## config.mk

```make
export PLATFORM = sky130hd
export DESIGN_NAME = dmx_strobe_dimmer_top
export DESIGN_NICKNAME = d
export VERILOG_FILES = /design/src/rtl/dmxsd_pkg.sv /design/src/rtl/dmxsd_fifo.sv /design/src/rtl/dmxsd_front.sv /design/src/rtl/dmxsd_back.sv /design/src/rtl/dmx_strobe_dimmer_top.sv
export SDC_FILE = /design/constraint.sdc
export NUM_CORES = 1
export LEC_CHECK = 0
export ABC_AREA = 1
export BUFFER_PORTS_ARGS = -buffer_cell sky130_fd_sc_hd__clkbuf_2
export CORE_MARGIN = 4
export CORE_UTILIZATION = 45
export DETAILED_ROUTE_END_ITERATION = 6
export GPL_ROUTABILITY_DRIVEN = 0
export GPL_TIMING_DRIVEN = 0
export PLACE_DENSITY = 0.57
export SLEW_MARGIN = 10
export SYNTH_ARGS = -nofsm -noshare
export SYNTH_HDL_FRONTEND = slang
export SYNTH_SLANG_ARGS = --single-unit
export TNS_END_PERCENT = 20
```

## constraint.sdc

```tcl
create_clock -name clk -period 8.6 [get_ports clk]
set_input_delay 0 -clock clk [delete_from_list [all_inputs] [get_ports clk]]
set_output_delay 0 -clock clk [all_outputs]
set_load 0.02 [all_outputs]
```

## src/rtl/dmxsd_pkg.sv

```systemverilog
// shared types, codes and constants of the dmx strobe dimmer
`timescale 1ns / 1ps
`default_nettype none
package dmxsd_pkg;

	// width of the time counters and default queue depths
	localparam int TIME_WIDTH_DEF = 17;
	localparam int CMD_DEPTH_DEF  = 2;
	localparam int RES_DEPTH_DEF  = 2;

	localparam logic [7:0] LEVEL_MAX = 8'd255;

	// item op codes
	localparam logic [2:0] OP_TICK  = 3'd0;
	localparam logic [2:0] OP_WRITE = 3'd1;
	localparam logic [2:0] OP_START = 3'd2;
	localparam logic [2:0] OP_STOP  = 3'd3;
	localparam logic [2:0] OP_FLIP  = 3'd4;

	// configuration register indexes
	localparam int CFG_ADDR_W = 3;
	localparam int CFG_DATA_W = 16;
	localparam logic [CFG_ADDR_W-1:0] REG_BASE_CHANNEL      = 3'd0;
	localparam logic [CFG_ADDR_W-1:0] REG_PULSE_MS          = 3'd1;
	localparam logic [CFG_ADDR_W-1:0] REG_PERIOD_MULTIPLIER = 3'd2;
	localparam logic [CFG_ADDR_W-1:0] REG_ACTIVE_HIGH       = 3'd3;
	localparam logic [CFG_ADDR_W-1:0] REG_SILENCE_TIMEOUT   = 3'd4;

	// register reset values
	localparam logic [7:0]  BASE_CHANNEL_RST      = 8'd1;
	localparam logic [15:0] PULSE_MS_RST          = 16'd50;
	localparam logic [7:0]  PERIOD_MULTIPLIER_RST = 8'd10;
	localparam logic        ACTIVE_HIGH_RST       = 1'b1;
	localparam logic [15:0] SILENCE_TIMEOUT_RST   = 16'd5000;

	typedef struct packed {
		logic [2:0] op;
		logic [7:0] dmx_channel;
		logic [7:0] dmx_data;
	} in_item_t;

	typedef struct packed {
		logic [7:0] drive_level;
		logic       lit;
		logic       running;
	} out_item_t;

	// classified command handed from front to back
	typedef enum logic [2:0] {
		CMD_NONE   = 3'd0,
		CMD_TICK   = 3'd1,
		CMD_DIM    = 3'd2,
		CMD_STROBE = 3'd3,
		CMD_START  = 3'd4,
		CMD_STOP   = 3'd5,
		CMD_FLIP   = 3'd6
	} cmd_kind_t;

	typedef struct packed {
		cmd_kind_t  kind;
		logic [7:0] data;
	} cmd_t;

	// configuration seen by the back end
	typedef struct packed {
		logic [15:0] pulse_ms;
		logic [7:0]  period_multiplier;
		logic        active_high;
		logic [15:0] silence_timeout_ms;
	} cfg_t;

endpackage
`default_nettype wire

```

## src/rtl/dmxsd_fifo.sv

```systemverilog
// small synchronous queue with registered storage
`timescale 1ns / 1ps
`default_nettype none
module dmxsd_fifo #(
	parameter int WIDTH = 8,
	parameter int DEPTH = 2
) (
	input  wire logic             clk,
	input  wire logic             arst_n,
	input  wire logic             push,
	input  wire logic [WIDTH-1:0] wdata,
	output      logic             full,
	input  wire logic             pop,
	output      logic [WIDTH-1:0] rdata,
	output      logic             empty
);
	localparam int PW = (DEPTH > 1) ? $clog2(DEPTH) : 1;
	localparam int CW = $clog2(DEPTH + 1);

	logic [WIDTH-1:0] mem_q [DEPTH];
	logic [PW-1:0]    wr_ptr_q, rd_ptr_q;
	logic [CW-1:0]    count_q;
	logic             do_push, do_pop;

	assign full    = (count_q == CW'(DEPTH));
	assign empty   = (count_q == '0);
	assign do_push = push && !full;
	assign do_pop  = pop && !empty;
	assign rdata   = mem_q[rd_ptr_q];

	always_ff @(posedge clk) begin
		if (do_push) begin
			mem_q[wr_ptr_q] <= wdata;
		end
	end

	always_ff @(posedge clk or negedge arst_n) begin
		if (!arst_n) begin
			wr_ptr_q <= '0;
			rd_ptr_q <= '0;
			count_q  <= '0;
		end else begin
			if (do_push) begin
				wr_ptr_q <= (wr_ptr_q == PW'(DEPTH - 1)) ? '0 : wr_ptr_q + 1'b1;
			end
			if (do_pop) begin
				rd_ptr_q <= (rd_ptr_q == PW'(DEPTH - 1)) ? '0 : rd_ptr_q + 1'b1;
			end
			case ({do_push, do_pop})
				2'b10:   count_q <= count_q + 1'b1;
				2'b01:   count_q <= count_q - 1'b1;
				default: count_q <= count_q;
			endcase
		end
	end
endmodule
`default_nettype wire

```

## src/rtl/dmxsd_front.sv

```systemverilog
// front end: accepts items and classifies them into commands
`timescale 1ns / 1ps
`default_nettype none
module dmxsd_front (
	input  wire logic               push,
	input  wire dmxsd_pkg::in_item_t in_item,
	output      logic               full,
	input  wire logic [7:0]         base_channel,
	output      logic               cmd_push,
	output      dmxsd_pkg::cmd_t    cmd,
	input  wire logic               cmd_full
);
	import dmxsd_pkg::*;

	logic is_dim, is_strobe;

	assign full     = cmd_full;
	assign cmd_push = push;

	// strobe slot sits one below the dimmer slot, none when base is zero
	assign is_dim    = (in_item.dmx_channel == base_channel);
	assign is_strobe = (base_channel != 8'd0) && (in_item.dmx_channel == base_channel - 8'd1);

	always_comb begin
		cmd.data = in_item.dmx_data;
		unique case (in_item.op)
			OP_TICK:  cmd.kind = CMD_TICK;
			OP_WRITE: begin
				if (is_dim) begin
					cmd.kind = CMD_DIM;
				end else if (is_strobe) begin
					cmd.kind = CMD_STROBE;
				end else begin
					cmd.kind = CMD_NONE;
				end
			end
			OP_START: cmd.kind = CMD_START;
			OP_STOP:  cmd.kind = CMD_STOP;
			OP_FLIP:  cmd.kind = CMD_FLIP;
			default:  cmd.kind = CMD_NONE;
		endcase
	end
endmodule
`default_nettype wire

```

## src/rtl/dmxsd_back.sv

```systemverilog
// back end: lamp state, strobe timing, silence timeout and drive level
`timescale 1ns / 1ps
`default_nettype none
module dmxsd_back #(
	parameter int TIME_WIDTH = dmxsd_pkg::TIME_WIDTH_DEF
) (
	input  wire logic                 clk,
	input  wire logic                 arst_n,
	input  wire dmxsd_pkg::cfg_t      cfg,
	input  wire dmxsd_pkg::cmd_t      cmd,
	input  wire logic                 cmd_empty,
	output      logic                 cmd_pop,
	input  wire logic                 res_full,
	output      logic                 res_push,
	output      dmxsd_pkg::out_item_t res
);
	import dmxsd_pkg::*;

	localparam int TW = TIME_WIDTH;

	logic [7:0]    level_q, level_d;
	logic          lit_q, lit_d;
	logic          enabled_q, enabled_d;
	logic [TW-1:0] phase_elapsed_q, phase_elapsed_d;
	logic [TW-1:0] phase_length_q, phase_length_d;
	logic [TW-1:0] flash_period_q, flash_period_d;
	logic          armed_q, armed_d;
	logic [TW-1:0] silence_elapsed_q, silence_elapsed_d;

	logic [TW-1:0] pe_inc, se_inc, pulse_ext, timeout_ext;
	logic [15:0]   product;
	logic          exec;

	assign exec     = !cmd_empty && !res_full;
	assign cmd_pop  = exec;
	assign res_push = exec;

	assign pe_inc      = (phase_elapsed_q == '1) ? phase_elapsed_q : phase_elapsed_q + 1'b1;
	assign se_inc      = (silence_elapsed_q == '1) ? silence_elapsed_q : silence_elapsed_q + 1'b1;
	assign pulse_ext   = TW'(cfg.pulse_ms);
	assign timeout_ext = TW'(cfg.silence_timeout_ms);
	assign product     = 16'(cmd.data) * 16'(cfg.period_multiplier);

	always_comb begin
		level_d           = level_q;
		lit_d             = lit_q;
		enabled_d         = enabled_q;
		phase_elapsed_d   = phase_elapsed_q;
		phase_length_d    = phase_length_q;
		flash_period_d    = flash_period_q;
		armed_d           = armed_q;
		silence_elapsed_d = silence_elapsed_q;
		unique case (cmd.kind)
			CMD_TICK: begin
				phase_elapsed_d   = pe_inc;
				silence_elapsed_d = se_inc;
				if (enabled_q) begin
					if (armed_q && (se_inc > timeout_ext)) begin
						level_d           = 8'd0;
						silence_elapsed_d = '0;
					end else if (flash_period_q <= pulse_ext) begin
						phase_elapsed_d = '0;
						lit_d           = 1'b1;
					end else if (pe_inc >= phase_length_q) begin
						phase_elapsed_d = '0;
						lit_d           = !lit_q;
						// period exceeds pulse here, so the dark length is positive
						phase_length_d  = lit_q ? (flash_period_q - pulse_ext) : pulse_ext;
					end
				end
			end
			CMD_DIM:    level_d = cmd.data;
			CMD_STROBE: flash_period_d = TW'(product);
			CMD_START: begin
				if (!enabled_q) begin
					phase_length_d    = '0;
					lit_d             = 1'b1;
					enabled_d         = 1'b1;
					armed_d           = 1'b1;
					silence_elapsed_d = '0;
				end
			end
			CMD_STOP:   enabled_d = 1'b0;
			CMD_FLIP:   enabled_d = !enabled_q;
			default: begin
			end
		endcase
	end

	// drive level from the updated state
	always_comb begin
		res.lit     = lit_d;
		res.running = enabled_d;
		if (enabled_d && lit_d) begin
			res.drive_level = cfg.active_high ? level_d : LEVEL_MAX - level_d;
		end else begin
			res.drive_level = cfg.active_high ? 8'd0 : LEVEL_MAX;
		end
	end

	always_ff @(posedge clk or negedge arst_n) begin
		if (!arst_n) begin
			level_q           <= '0;
			lit_q             <= 1'b1;
			enabled_q         <= 1'b1;
			phase_elapsed_q   <= '0;
			phase_length_q    <= '0;
			flash_period_q    <= '0;
			armed_q           <= 1'b0;
			silence_elapsed_q <= '0;
		end else if (exec) begin
			level_q           <= level_d;
			lit_q             <= lit_d;
			enabled_q         <= enabled_d;
			phase_elapsed_q   <= phase_elapsed_d;
			phase_length_q    <= phase_length_d;
			flash_period_q    <= flash_period_d;
			armed_q           <= armed_d;
			silence_elapsed_q <= silence_elapsed_d;
		end
	end
endmodule
`default_nettype wire

```

## src/rtl/dmx_strobe_dimmer_top.sv

```systemverilog
// top level of the dmx strobe dimmer channel
// an item is held in the command queue, then its result in the result queue feeding the result ports
// throughput: one item per cycle while the result queue has room, set by the back end state update
// a command queue decouples classification from execution, a result queue holds outputs
// reset (arst_n low, asynchronous) empties both queues, loads register defaults
// and restores the lamp state: level zero, lit, enabled, timers cleared, timeout not armed
`timescale 1ns / 1ps
`default_nettype none
module dmx_strobe_dimmer_top #(
	parameter int TIME_WIDTH = dmxsd_pkg::TIME_WIDTH_DEF,
	parameter int CMD_DEPTH  = dmxsd_pkg::CMD_DEPTH_DEF,
	parameter int RES_DEPTH  = dmxsd_pkg::RES_DEPTH_DEF
) (
	input  wire logic                                 clk,
	input  wire logic                                 arst_n,
	// item input side
	input  wire logic                                 push,
	output      logic                                 full,
	input  wire dmxsd_pkg::in_item_t                  in_item,
	// result side
	output      logic                                 empty,
	input  wire logic                                 pop,
	output      dmxsd_pkg::out_item_t                 out_item,
	// configuration write port
	input  wire logic                                 cfg_we,
	input  wire logic [dmxsd_pkg::CFG_ADDR_W-1:0]     cfg_addr,
	input  wire logic [dmxsd_pkg::CFG_DATA_W-1:0]     cfg_wdata
);
	import dmxsd_pkg::*;

	// configuration registers
	logic [7:0] base_channel_q;
	cfg_t       cfg_q;

	// front to command queue
	logic cmd_push, cmd_full;
	cmd_t cmd_in;
	// command queue to back
	logic cmd_pop, cmd_empty;
	cmd_t cmd_out;
	// back to result queue
	logic      res_push, res_full;
	out_item_t res_in;

	// register writes land at once; the user must write them only while the block is idle, the block does not enforce it
	always_ff @(posedge clk or negedge arst_n) begin
		if (!arst_n) begin
			base_channel_q           <= BASE_CHANNEL_RST;
			cfg_q.pulse_ms           <= PULSE_MS_RST;
			cfg_q.period_multiplier  <= PERIOD_MULTIPLIER_RST;
			cfg_q.active_high        <= ACTIVE_HIGH_RST;
			cfg_q.silence_timeout_ms <= SILENCE_TIMEOUT_RST;
		end else if (cfg_we) begin
			unique case (cfg_addr)
				REG_BASE_CHANNEL:      base_channel_q           <= cfg_wdata[7:0];
				REG_PULSE_MS:          cfg_q.pulse_ms           <= cfg_wdata[15:0];
				REG_PERIOD_MULTIPLIER: cfg_q.period_multiplier  <= cfg_wdata[7:0];
				REG_ACTIVE_HIGH:       cfg_q.active_high        <= cfg_wdata[0];
				REG_SILENCE_TIMEOUT:   cfg_q.silence_timeout_ms <= cfg_wdata[15:0];
				default: begin
					// writes beyond the register list are dropped
				end
			endcase
		end
	end

	// front: decode op and slot into a command
	dmxsd_front u_front (
		.push         (push),
		.in_item      (in_item),
		.full         (full),
		.base_channel (base_channel_q),
		.cmd_push     (cmd_push),
		.cmd          (cmd_in),
		.cmd_full     (cmd_full)
	);

	// command queue between front and back
	dmxsd_fifo #(
		.WIDTH ($bits(cmd_t)),
		.DEPTH (CMD_DEPTH)
	) u_cmd_q (
		.clk    (clk),
		.arst_n (arst_n),
		.push   (cmd_push),
		.wdata  (cmd_in),
		.full   (cmd_full),
		.pop    (cmd_pop),
		.rdata  (cmd_out),
		.empty  (cmd_empty)
	);

	// back: one command per cycle whenever the result queue has room
	dmxsd_back #(
		.TIME_WIDTH (TIME_WIDTH)
	) u_back (
		.clk       (clk),
		.arst_n    (arst_n),
		.cfg       (cfg_q),
		.cmd       (cmd_out),
		.cmd_empty (cmd_empty),
		.cmd_pop   (cmd_pop),
		.res_full  (res_full),
		.res_push  (res_push),
		.res       (res_in)
	);

	// result queue, also the output register
	dmxsd_fifo #(
		.WIDTH ($bits(out_item_t)),
		.DEPTH (RES_DEPTH)
	) u_res_q (
		.clk    (clk),
		.arst_n (arst_n),
		.push   (res_push),
		.wdata  (res_in),
		.full   (res_full),
		.pop    (pop),
		.rdata  (out_item),
		.empty  (empty)
	);
endmodule
`default_nettype wire

```

# [Yosys cells after proc, flatten, opt, wreduce, memory -nomap -nowiden]
# Memory sizes are Yosys's and may differ from the RTL's.
# Cells that the tools add are included.
# W data, S select, Z words.
[word_totals] register_bits=135 ram_bits=42 input_bits=43 n_memories=2
[mem_list] name="u_cmd_q.mem_q" depth=2 width=11 rd=1 rd_clocked_by_memory_dff=0 write_ports=1 line="dmxsd_fifo.sv:20" text="logic [WIDTH-1:0] mem_q [DEPTH];"
[mem_list] name="u_res_q.mem_q" depth=2 width=10 rd=1 rd_clocked_by_memory_dff=0 write_ports=1 line="dmxsd_fifo.sv:20"
[classes] addsub=13 mul=1 n_lt_le_gt_ge=3 n_eq_ne=29 n_mux=42 bitwise=1 reduce_logical=32
[ops] op="$mux W17" count=14
[ops] op="$pmux W17 S2" count=2
[ops] op="$mux W8" count=5
[ops] op="$add A17 B1 Y17 const B" count=2
[ops] op="$eq A17 B17 Y1 const B" count=2
[ops] op="$eq A3 B2 Y1 const B" count=6
[ops] op="$ge A17 B17 Y1" count=1
[ops] op="$gt A17 B16 Y1" count=1
[ops] op="$sub A16 B16 Y17" count=1
[ops] op="$eq A8 B8 Y1" count=2
[ops] op="$le A16 B16 Y1" count=1
[ops] op="$mul A8 B8 Y16" count=1
[ops] op="$pmux W8 S2" count=1
[ops] op="$eq A3 B3 Y1 const B" count=5
[ops] op="$pmux W3 S5" count=1
[ops] op="$reduce_and A2 Y1" count=7
[ops] op="$mux W1" count=13
[ops] op="$eq A3 B1 Y1 const B" count=3
[ops] op="$eq A2 B2 Y1 const B" count=4
[ops] op="$logic_and A1 B1 Y1" count=8
[ops] op="$pmux W2 S2" count=2
[ops] op="$reduce_bool A8 Y1" count=1
[ops] op="$sub A8 B1 Y8 const B" count=1
[ops] op="$sub A8 B8 Y8 const A" count=1
[ops] op="17 further kinds" count=36

# [Longest topological paths before layout]
# Gate-level depths: netlist of run 1.
[logic_depth] depth_word=10 mapped_depth=29 mapped_depth_nobuf=29

# [Modules after synthesis]
# Synthesis of run 1 repeated with hierarchy kept, for this count alone.
[unflattened] hier_cells=1732 area_unflattened_um2=13001.2
[modules_own_cells] mod="dmxsd_back" instances=1 cells_per_inst=1223 area_per_inst_um2=8488.1 seq_area_each_um2=1954.4
[modules_own_cells] mod="dmx_strobe_dimmer_top" instances=1 cells_per_inst=221 area_per_inst_um2=1989.4 seq_area_each_um2=1241.2
[modules_own_cells] mod="dmxsd_fifo at u_cmd_q" instances=1 cells_per_inst=90 area_per_inst_um2=1033.5 seq_area_each_um2=760.7
[modules_own_cells] mod="dmxsd_fifo at u_res_q" instances=1 cells_per_inst=85 area_per_inst_um2=973.4 seq_area_each_um2=700.7
[modules_own_cells] mod="dmxsd_front" instances=1 cells_per_inst=113 area_per_inst_um2=516.7 seq_area_each_um2=0.0

# [Worst setup path before layout of run 1]
# No wires, ideal clock.
[synth_path] kind="register -> register" from="register u_cmd_q.rd_ptr_q" to="register u_back.flash_period_q[15]" setup_time_ns=0.117 arrival_ns=4.627 t_required_ns=8.483 setup_slack_ns=3.856 stages_incl_launch_ff=22 path_buffers=1 synth_period_minus_slack_ns=4.744 cell_sequence="dfrtp_1 -> inv_2 -> buf_2 -> or2_2 -> o21ai_1 -> nor2_1 -> fa_1 -> fa_1 -> inv_1 -> fa_1 -> fa_1 -> inv_1 -> ha_1 -> nand2_1 -> o211ai_1 -> a31oi_1 -> o21ai_0 -> a21oi_1 -> o21bai_1 -> or2_2 -> nand3_1 -> nand2_1"
[synth_between] elab_chain_cells=3 word_cells_on_any_way=4 cone_classes="1 x mul; 1 x eq/ne; 1 x reduce/logical; 1 x memory"
[synth_lines] element="start, declared" line="dmxsd_fifo.sv:21" text="logic [PW-1:0] wr_ptr_q, rd_ptr_q;"
[synth_lines] element="start signal, assigned" line="dmxsd_fifo.sv:47" text="rd_ptr_q <= (rd_ptr_q == PW'(DEPTH - 1)) ? '0 : rd_ptr_q + 1'b1;"
[synth_lines] element="$mem_v2 Z2 W11 (*)"
[synth_lines] element="parallel branches: the longest is 2 deep, another holds $mul A8 B8 Y16"
[synth_lines] element="end signal, assigned" line="dmxsd_back.sv:117" text="flash_period_q <= flash_period_d;"
[synth_lines] element="end, declared" line="dmxsd_back.sv:26" text="logic [TW-1:0] flash_period_q, flash_period_d;"
# Every way passes the cells marked *.
# A chain may end at the register's enable or synchronous reset.

# [Worst setup path after layout of run 1]
# Same ends and word-level chain as after synthesis.

==> key figures, run 1 <==
STA
  • Final setup viols: 0
  • Pin slew with the least headroom to its limit: 1090 ps
  • RSZ-0062 raised after global routing: no
  • Final Hold Fails: 0
  • Fin crit share: 66.2%
  • Minimum clock period: 5700 ps
  • Setup Skew: 15.0 ps
  • Rel. slew slack: 26.8%
  • Final slew viol count: 0
  • TNS Setup: 0 ps
  • Highest Clock Rate: 176 MHz

Clock tree
  • Htree depth: 4
  • # hold bufs at CTS: 30
  • CTS tree: built
  • Clock latency on the worst-skew pair: between 400 and 500 ps
  • Worst-path clk slew: around 80 ps
  • CTS Sinks: 177
  • Clock Root Buffer: clkbuf_16
  • Number of CTS-inserted buffers: 17
  • Cts repair resizes: 0
  • # Post-CTS Setup Buffers: 0
  • Clock Path Buffers: 2

Global route
  • Vias in the first global route: 10,038
  • Largest net degree at the start of global routing: 70
  • First-pass GRT wire length: between 50,000 and 60,000 um
  • Initial antenna violation count: 0
  • GRT Util Overall: a little over a fifth
  • Total gr overflow: 0

Finish
  • Layout cell share with drive strength beyond 1: 9.36%
  • Storage cell area: 4660 sq um
  • Multi-input logic area: 6460 sq um
  • Layout area overhead: 13.1%
  • Post-layout net count: 1,803
  • Final cell count without fillers: 1,981
  • Fill cell instance count of the final layout: 2,537

Worst setup path
  • Slowest stage cell, crit path: o21ai_0
  • Flop2flop setup slack: 2900 ps
  • Crit path cell chain: buf_2 > o21ai_0 > inv_1 > nand2_1 > fa_1 > inv_1 > fa_1 > fa_1 > fa_1 > ha_1 > a21oi_1 > o21ai_0 > a31oi_1 > o21ai_0 > a21oi_1 > o21bai_1 > or2_2 > nand3_1 > nand2_1
  • WS Path Type: flop to flop
  • Critical Path Sink Type: flop
  • CP Max Fanout: 10
  • Critical Path Max Stage Delay: 870 ps
  • Worst path required time: 8940 ps
  • Worst Path Arrival: 6040 ps
  • Top cell by count, worst path: fa_1
  • Setup crit start kind: flop

Logic synthesis
  • Synth area leader: dfrtp_1
  • Netlist cell types: 51
  • FFs w/ async S/R, synth: ~76%
  • Synth top area cells: dfrtp_1 25%, nand2_1 11%, edfxtp_1 10%, ha_1 9.3%, inv_1 7.1%
  • Synthesis Warnings: 0
  • EDFF count, synth: 42
  • Mapped Cells: 1,528
  • Prevailing post-synth register cell: dfrtp_1
  • Mapped Nets: 1,699
  • Top-count cell post-synth: nand2_1
  • Top cell type's share of synthesized area: 24.8%
  • Post-Syn Area: roughly 12,000 sq um
  • Seq/Total Area, Yosys: 38.2%
  • Synth Register Bits: 177
  • Commonest cells post-synth: 345 x nand2_1, 232 x inv_1, 137 x o21ai_0
  • Avg Cell Area, Syn: 7.98 sq um

Floorplanning
  • Die height: 173 um
  • Starting Density: 46.3%
  • I/O Pins: 55
  • Floorplan core area: 26,400 sq um
  • Die area: 29,800 sq um
  • Die W: 173 um
  • Rows: 59

Min path
  • Hold Path Class: primary input to flop

Detailed routing
  • Avg Vias per Cell: 5.10
  • DRT Wirelength: 31,500 um
  • Vias: slightly above 10,000
  • Remaining DRCs: 0
  • DRT Pass-1 Iters: 5
  • Iteration-0 DRC Markers: 578
  • Routed Antenna Nets: 0
  • Drt wl/cell: about 16 um

Power
  • Pleak: 6.86 nW
  • Pwr Density: 375 nW/um^2
  • Peak VDD IR: 0.206 mV

Flow run
  • Max cap viols: 0

Place
  • PortBufs: between 50 and 60
  • Inst Count DP: 1,918
  • Hpwl dp: ~24,000 um

Run status
  • Outcome: finished, final reports clean
final timing paths:
check,from,end,cells after the start
min,cfg_wdata[3],cfg_q[20]$_DFFE_PN1P_,3
min in group asynchronous,arst_n,u_back.silence_elapsed_q[14]$_DFFE_PN0P_,2
max in group asynchronous,arst_n,u_back.enabled_q$_DFFE_PN1P_,3
min reg2reg,u_back.armed_q$_DFFE_PN0P_,u_back.armed_q$_DFFE_PN0P_,2
max reg2reg,u_cmd_q.rd_ptr_q$_DFFE_PN0P_,u_back.flash_period_q[15]$_DFFE_PN0P_,19
max,u_cmd_q.rd_ptr_q$_DFFE_PN0P_,u_back.flash_period_q[15]$_DFFE_PN0P_,19
layer usage:
metal / share of wire (%) / global-route usage (%) / up-vias / wire length (um)
li1: - / - / 5173 / -
met1: 48 / 30.1 / 4730 / 15100
met2: 47 / 36.0 / 166 / 14900
met3: 3.3 / 3.14 / 26 / 1030
met4: 1.4 / 4.72 / 0 / 425
met5: 0 / 0 / - / 0
placed cells by master, fill, tap and decap left out, types with 3 or more instances in the layout:
| master | n |
|---|---|
| ha_1 | 91 |
| o211ai_1 | 4 |
| or2_2 | 15 |
| nor3_1 | 11 |
| buf_2 | 11 |
| a31oi_1 | 12 |
| inv_6 | 3 |
| dlygate4sd3_1 | 30 |
| dfstp_2 | 14 |
| o22ai_1 | 7 |
| a21oi_1 | 49 |
| o21a_1 | 5 |
| clkbuf_16 | 17 |
| xor2_1 | 45 |
| xnor2_1 | 10 |
| a21o_1 | 5 |
| nand4_1 | 18 |
| clkbuf_2 | 55 |
| inv_8 | 5 |
| edfxtp_1 | 42 |
| nor4_1 | 4 |
| inv_2 | 6 |
| o21ai_1 | 8 |
| o21ai_0 | 137 |
| nand3_1 | 98 |
| o21ai_2 | 11 |
| inv_1 | 232 |
| dfrtp_1 | 121 |
| clkbuf_1 | 25 |
| nand2_1 | 345 |
| nand3b_1 | 4 |
| o21bai_1 | 5 |
| nor2_1 | 130 |
| fa_1 | 37 |
power breakdown:
part | leakage, nW | switching (W) | internal, W
sequential | 2.09 | 0.000133 | 0.00116
combinational | 4.50 | 0.00199 | 0.00113
clock | 0.278 | 0.000386 | 0.000387
total | 6.86 | 0.00251 | 0.00267
kinds of logic after synthesis:
kind of cell / Yosys count / synth area share, %
xor+xnor: 55 / 3.95
compound gates: 252 / 11.6
buf+inv: 279 / 8.81
flops: 177 / 38.2
simple gates: 637 / 22.1
fa+ha+maj: 128 / 15.4
state kept, by name, summed over array words and instances, names as in the netlist, 8 cells and up:
register / cells
u_res_q.mem_q: 20
u_back.phase_length_q: 17
base_channel_q: 8
u_back.phase_elapsed_q: 17
u_cmd_q.mem_q: 22
u_back.level_q: 8
cfg_q: 41
u_back.silence_elapsed_q: 17
u_back.flash_period_q: 16
cell type report:
class                      count  share of cell area (%)
timing repair buffer          85                    4.40
sequential                   177                    33.8
inverter                     239                    6.50
multi-input combinational   1072                    46.8
buffer                        40                    1.29
tap                          335                    3.04
clock buffer                  18                    3.11
antenna                        1                  0.0181
clock inverter                14                    1.04
stage by stage:
step / utilization, % / hold slack [ps] / area [sq um] / total power [W] / worst slack [ps]
floorplan: - / -296 / 12200 / 0.00364 / 3860
global placement: 48.9 / 188 / 12900 / 0.00437 / 2870
detailed placement: 49.0 / 54.7 / 12900 / 0.00440 / 2840
CTS: 52.3 / 8.54 / 13800 / 0.00522 / 2820
global route: 52.3 / 37.6 / 13800 / 0.00578 / 2520
finish: 52.4 / 22.4 / 13800 / 0.00518 / 2900
critical path, delay by kind of cell, from the launching register on:
kind / cells / cell delay [ps]
AO/OA/AOI/OAI: 7 / 1760
adder cells (fa/ha/maj): 5 / 2250
buffers and inverters: 3 / 620
flip-flops: 1 / 420
AND/OR/NAND/NOR: 4 / 560
Note: power is estimated with default switching activity, not from simulation.
==> run 2, diff against run 1 <==
clock period = 5.25 ns   (was 8.6 ns; I/O delays follow)
==> key figures, run 2 (synthesized netlist as in run 1, its figures left out) <==
Finish
  • Largest reg by FF count: cfg_q
  • Design Area, Final: about 14,000 sq um
  • Layout area overhead: 13.9%
  • Multi-input logic area: between 6000 and 7000 sq um
  • Most common cell after layout, fill and taps aside: nand2_1
  • Fill cell instance count of the final layout: 2,516
  • Largest register FFs: 41
  • Largest registers: cfg_q (41), u_cmd_q.mem_q (22), u_res_q.mem_q (20)
  • Most frequent cells in the layout: 345 x nand2_1, 227 x inv_1, 132 x o21ai_0
  • Storage cell area: 4660 sq um
  • Post-layout net count: between 1,500 and 2,000
  • Layout cell share with drive strength beyond 1: just over 10%

Global route
  • First-pass GRT wire length: 52,300 um
  • Vias in the first global route: 10,051
  • Total gr overflow: 0
  • Largest net degree at the start of global routing: 70
  • GRT Util Overall: approximately 22%
  • Initial antenna violation count: 0

Floorplanning
  • Rows: 59
  • Die area: 29,800 sq um
  • I/O Pins: 55
  • Starting Density: 46.3%
  • Die W: 173 um
  • Die height: 173 um
  • Floorplan core area: ~26,000 sq um

Run status
  • Outcome: finished, final reports clean

Worst setup path
  • Slowest stage cell, crit path: fa_1
  • Flop2flop setup slack: 340 ps
  • Crit. path cell count: 19
  • Crit path cell chain: clkbuf_4 > o21ai_4 > inv_1 > nand2_1 > fa_1 > fa_1 > inv_1 > fa_1 > fa_1 > ha_1 > a21oi_1 > o21ai_0 > a31oi_1 > o21ai_1 > a21oi_1 > o21bai_1 > or2_2 > nand3_1 > nand2_1
  • Worst path required time: about 5600 ps
  • Cell family with most CP delay: adder cells
  • End of the critical path: u_back.flash_period_q[15]$_DFFE_PN0P_
  • CP Buf/Inv Count: 3
  • CP startpoint: u_cmd_q.rd_ptr_q$_DFFE_PN0P_
  • Critical Path Sink Type: flop
  • Critical R2R Launch: u_cmd_q.rd_ptr_q$_DFFE_PN0P_
  • Critical Path Max Stage Delay: roughly 540 ps
  • CP Max Fanout: 10
  • Worst Path Arrival: between 5000 and 6000 ps
  • Reg2Reg Depth: 19
  • Top cell by count, worst path: fa_1
  • WS Path Type: flop to flop
  • Setup crit start kind: flop
  • Reg-to-Reg End: u_back.flash_period_q[15]$_DFFE_PN0P_

Power
  • Peak VDD IR: 0.338 mV
  • Pwr Density: a little over 600 nW/um^2
  • Pleak: 6.88 nW

Clock tree
  • Clock latency on the worst-skew pair: 440 ps
  • CTS Sinks: 177
  • Worst-path clk slew: approximately 80 ps
  • Clock Path Buffers: 2
  • Htree depth: 4
  • Number of CTS-inserted buffers: 17
  • Clock Root Buffer: clkbuf_16
  • CTS tree: built

STA
  • Rel. slew slack: 38.2%
  • Hold slack: 23.7 ps
  • Minimum clock period: 4910 ps
  • Final setup viols: 0
  • Pin slew with the least headroom to its limit: 924 ps
  • Fin crit share: 93.5%
  • Highest Clock Rate: 204 MHz
  • Final slew viol count: 0
  • Setup Skew: between 10 and 15 ps
  • RSZ-0062 raised after global routing: no
  • Final Hold Fails: 0

Detailed routing
  • Avg Vias per Cell: 5.12
  • DRT Wirelength: ~31,000 um
  • Drt wl/cell: 15.9 um
  • Iteration-0 DRC Markers: 594
  • Remaining DRCs: 0
  • Vias: slightly above 10,000
  • DRT Pass-1 Iters: 5
  • Routed Antenna Nets: 0

Place
  • Dpl cell area: 12,900 sq um
  • Hpwl dp: 24,300 um
  • PortBufs: 54

Flow run
  • Max cap viols: 0

Min path
  • Hold Path Class: primary input to flop
-- run 2: cell type report --
cell class / instances / area share (%)
multi-input combinational: 1072 / 47.1
sequential: 177 / 33.5
inverter: 239 / 6.46
timing repair buffer: 86 / 4.42
clock buffer: 18 / 3.09
tap: 335 / 3.02
buffer: 39 / 1.26
clock inverter: 14 / 1.04
antenna: 1 / 0.0180
-- run 2: worst min path at each step --
stage               cells past startpoint                                        to          from  slack, ps
detailed placement                      1  u_back.silence_elapsed_q[14]$_DFFE_PN0P_        arst_n         50
finish                                  3                      cfg_q[3]$_DFFE_PN1P_  cfg_wdata[3]         20
global route                            3                      cfg_q[6]$_DFFE_PN0P_  cfg_wdata[6]         40
floorplan                               0             base_channel_q[1]$_DFFE_PN0P_        arst_n       -300
CTS                                     3                      cfg_q[3]$_DFFE_PN1P_  cfg_wdata[3]          9
global placement                        1             u_cmd_q.mem_q[1][7]$_DFFE_PP_    in_item[7]        190
-- run 2: layer usage --
layer	GRT usage (%)	share of wire, %
met4	4.72	1.3
met2	36.1	48
met3	3.14	3.2
met5	0	0
met1	30.1	48
-- run 2: power breakdown --
| group | switching (W) | internal (W) |
|---|---|---|
| Sequential | 0.000223 | 0.00189 |
| Combinational | 0.00329 | 0.00189 |
| Clock | 0.000632 | 0.000634 |
-- run 2: what timing repair did --
item | in CTS | in global routing
endpoints found under the hold margin | 122 | 0
setup buffers | 0 | 1
pin swaps | 0 | 2
endpoints found under the setup margin | 5 | 2
resized for setup | 12 | 14
hold buffers | 30 | 0
-- run 2: worst min-delay path, cell delays in order --
cell      delay [ps]
clkbuf_2          70
inv_1            150
o21ai_0          210
-- run 2: stage by stage --
step / setup TNS [ps] / std cells / worst slack, ps / utilization, % / total power [W]
floorplan: 0 / 1528 / 506 / - / 0.00597
global placement: -966 / 1917 / -485 / 48.9 / 0.00716
detailed placement: -1060 / 1918 / -511 / 49.0 / 0.00722
CTS: 0 / 1980 / 5.94 / 52.4 / 0.00858
global route: 0 / 1980 / 1.32 / 52.7 / 0.00957
finish: 0 / 1981 / 339 / 52.7 / 0.00857
==> run 3, diff against run 2 <==
CAP_MARGIN = 20   (was default)
CORE_ASPECT_RATIO = 1.4   (was default)
REMOVE_ABC_BUFFERS = 1   (was default)
==> key figures, run 3 (synthesized netlist as in run 1, its figures left out) <==
Worst setup path
  • Worst Path Arrival: 5240 ps
  • Crit path cell chain: inv_4 > or2_2 > o21ai_2 > buf_4 > inv_1 > nand2_1 > fa_1 > inv_1 > fa_1 > fa_1 > fa_1 > ha_4 > a21oi_1 > o21ai_0 > a31oi_1 > o21ai_1 > a21oi_1 > o21bai_1 > or2_2 > nand3_1 > nand2_1
  • Top cell by count, worst path: fa_1
  • Cell family with most CP delay: adder cells
  • CP Buf/Inv Count: 4
  • Slowest stage cell, crit path: fa_1
  • Flop2flop setup slack: approximately 330 ps
  • Reg-to-Reg End: u_back.flash_period_q[15]$_DFFE_PN0P_
  • Setup crit start kind: flop
  • Reg2Reg Depth: 21
  • Critical Path Max Stage Delay: approximately 610 ps
  • CP startpoint: u_cmd_q.rd_ptr_q$_DFFE_PN0P_
  • Critical Path Sink Type: flop
  • CP Max Fanout: 12
  • Worst path required time: 5580 ps
  • WS Path Type: flop to flop
  • Critical R2R Launch: u_cmd_q.rd_ptr_q$_DFFE_PN0P_

Detailed routing
  • Vias: ~9,900
  • DRT Wirelength: between 20,000 and 30,000 um
  • Routed Antenna Nets: 0
  • Remaining DRCs: 0
  • Drt wl/cell: 14.8 um
  • Avg Vias per Cell: 5.00
  • DRT Pass-1 Iters: 5
  • Iteration-0 DRC Markers: approximately 450

Place
  • Setup WS pre-CTS: -513 ps
  • PortBufs: 54
  • Dpl cell area: approximately 13,000 sq um
  • Hpwl dp: 22,400 um
  • Inst Count DP: approximately 1,900

STA
  • Setup Skew: ~12 ps
  • Rel. slew slack: 39.3%
  • Final setup viols: 0
  • Setup ws final: between 300 and 400 ps
  • Minimum clock period: approximately 4900 ps
  • Pin slew with the least headroom to its limit: 907 ps
  • RSZ-0062 raised after global routing: no
  • Final Hold Fails: 0
  • Fin crit share: 93.7%
  • Highest Clock Rate: 203 MHz
  • Final slew viol count: 0

Floorplanning
  • Die height: 203 um
  • I/O Pins: 55
  • Floorplan core area: 26,800 sq um
  • Die W: 147 um
  • Rows: 71
  • Die area: around 30,000 sq um
  • Starting Density: 45.5%

Clock tree
  • Worst-path clk slew: around 80 ps
  • Number of CTS-inserted buffers: 17
  • Clock Root Buffer: clkbuf_16
  • Clock latency on the worst-skew pair: between 400 and 500 ps
  • Htree depth: 4
  • Clock Path Buffers: 2
  • CTS Sinks: ~180
  • CTS tree: built

Finish
  • Largest registers: cfg_q (41), u_cmd_q.mem_q (22), u_res_q.mem_q (20)
  • Layout cell share with drive strength beyond 1: 10.1%
  • Largest register FFs: just over 40
  • # diodes: 0
  • Final cell count without fillers: 1,979
  • Design Area, Final: 13,900 sq um
  • Post-layout net count: 1,772
  • Most frequent cells in the layout: 345 x nand2_1, 231 x inv_1, 132 x o21ai_0
  • Most common cell after layout, fill and taps aside: nand2_1
  • Fin util: between 50% and 60%
  • Largest reg by FF count: cfg_q
  • Layout area overhead: 14.1%

Global route
  • Largest net degree at the start of global routing: 84
  • Initial antenna violation count: 0
  • GRT Util Overall: 20.5%
  • Vias in the first global route: 10,204
  • First-pass GRT wire length: 49,400 um
  • Total gr overflow: 0

Min path
  • Hold Path Sink: base_channel_q[6]$_DFFE_PN0P_
  • Hold Startpoint: cfg_wdata[6]
  • Hold Path Cell Cnt: 3
  • Hold Path Class: primary input to flop

Power
  • Pleak: 6.86 nW
  • Pwr Density: 617 nW/um^2
  • Peak VDD IR: 0.336 mV

Run status
  • Outcome: finished, final reports clean

Flow run
  • Max cap viols: 0
-- run 3: cell count changes in the layout (fill, tap and decap cells not counted), sizes merged --
cell	previous run	this run
clkinv	6	9
inv	246	245
clkbuf	99	71
diode	1	0
buf	14	9
clkinvlp	1	0
dlygate4sd3	30	31
-- run 3: repair_timing --
item                       CTS  global route
hold endpoints to repair   126             0
gates cloned                 0             0
setup endpoints to repair    5             8
buffers inserted             1             2
gates resized for setup     12            15
hold buffers                31             0
-- run 3: cell type report --
cell class                 instances  area (sq um)
inverter                         239           900
timing repair buffer              94           719
sequential                       177          4660
clock inverter                    15           186
fill                            2675         12900
clock buffer                      17           425
tap                              365           457
multi-input combinational       1072          6570
-- run 3: worst max-delay path by stage --
stage	depth (start not counted)	end	slack (ps)
finish	21	u_back.flash_period_q[15]$_DFFE_PN0P_	330
global route	21	u_back.flash_period_q[15]$_DFFE_PN0P_	30
CTS	21	u_back.flash_period_q[15]$_DFFE_PN0P_	50
detailed placement	20	u_back.flash_period_q[15]$_DFFE_PN0P_	-510
global placement	18	u_back.flash_period_q[15]$_DFFE_PN0P_	-630
floorplan	20	u_back.flash_period_q[15]$_DFFE_PN0P_	400
-- run 3: worst register-to-register path: stages (launching register included) --
cell and delay, ps:
dfrtp_2 400, inv_4 70, or2_2 280, o21ai_2 100
buf_4 200, inv_1 120, nand2_1 90, fa_1 410
inv_1 80, fa_1 430, fa_1 530, fa_1 610
ha_4 230, a21oi_1 160, o21ai_0 90, a31oi_1 240
o21ai_1 140, a21oi_1 140, o21bai_1 90, or2_2 270
nand3_1 70, nand2_1 60
-- run 3: report_power, final --
part	total [W]	internal, W	switching [W]	leakage, nW
Sequential	0.00217	0.00190	0.000270	2.09
Combinational	0.00512	0.00194	0.00318	4.48
Clock	0.00130	0.000648	0.000648	0.297
Total	0.00858	0.00448	0.00410	6.86
-- run 3: layer usage --
metal / part of all wire (%) / vias to the layer above / GRT usage [%]
li1: - / 5094 / -
met1: 43 / 4607 / 24.7
met2: 51 / 157 / 37.7
met3: 2.4 / 45 / 2.68
met4: 2.9 / 0 / 7.06
met5: 0 / - / 0
-- run 3: per-stage QoR --
| step | TNS (ps) | total power (W) | hold WS (ps) |
|---|---|---|---|
| after floorplan | 0 | 0.00589 | -296 |
| after global placement | -1610 | 0.00702 | 191 |
| after detailed placement | -1120 | 0.00715 | 105 |
| after CTS | 0 | 0.00852 | 21.7 |
| after global routing | 0 | 0.00958 | 18.4 |
| final | 0 | 0.00858 | 3.10 |
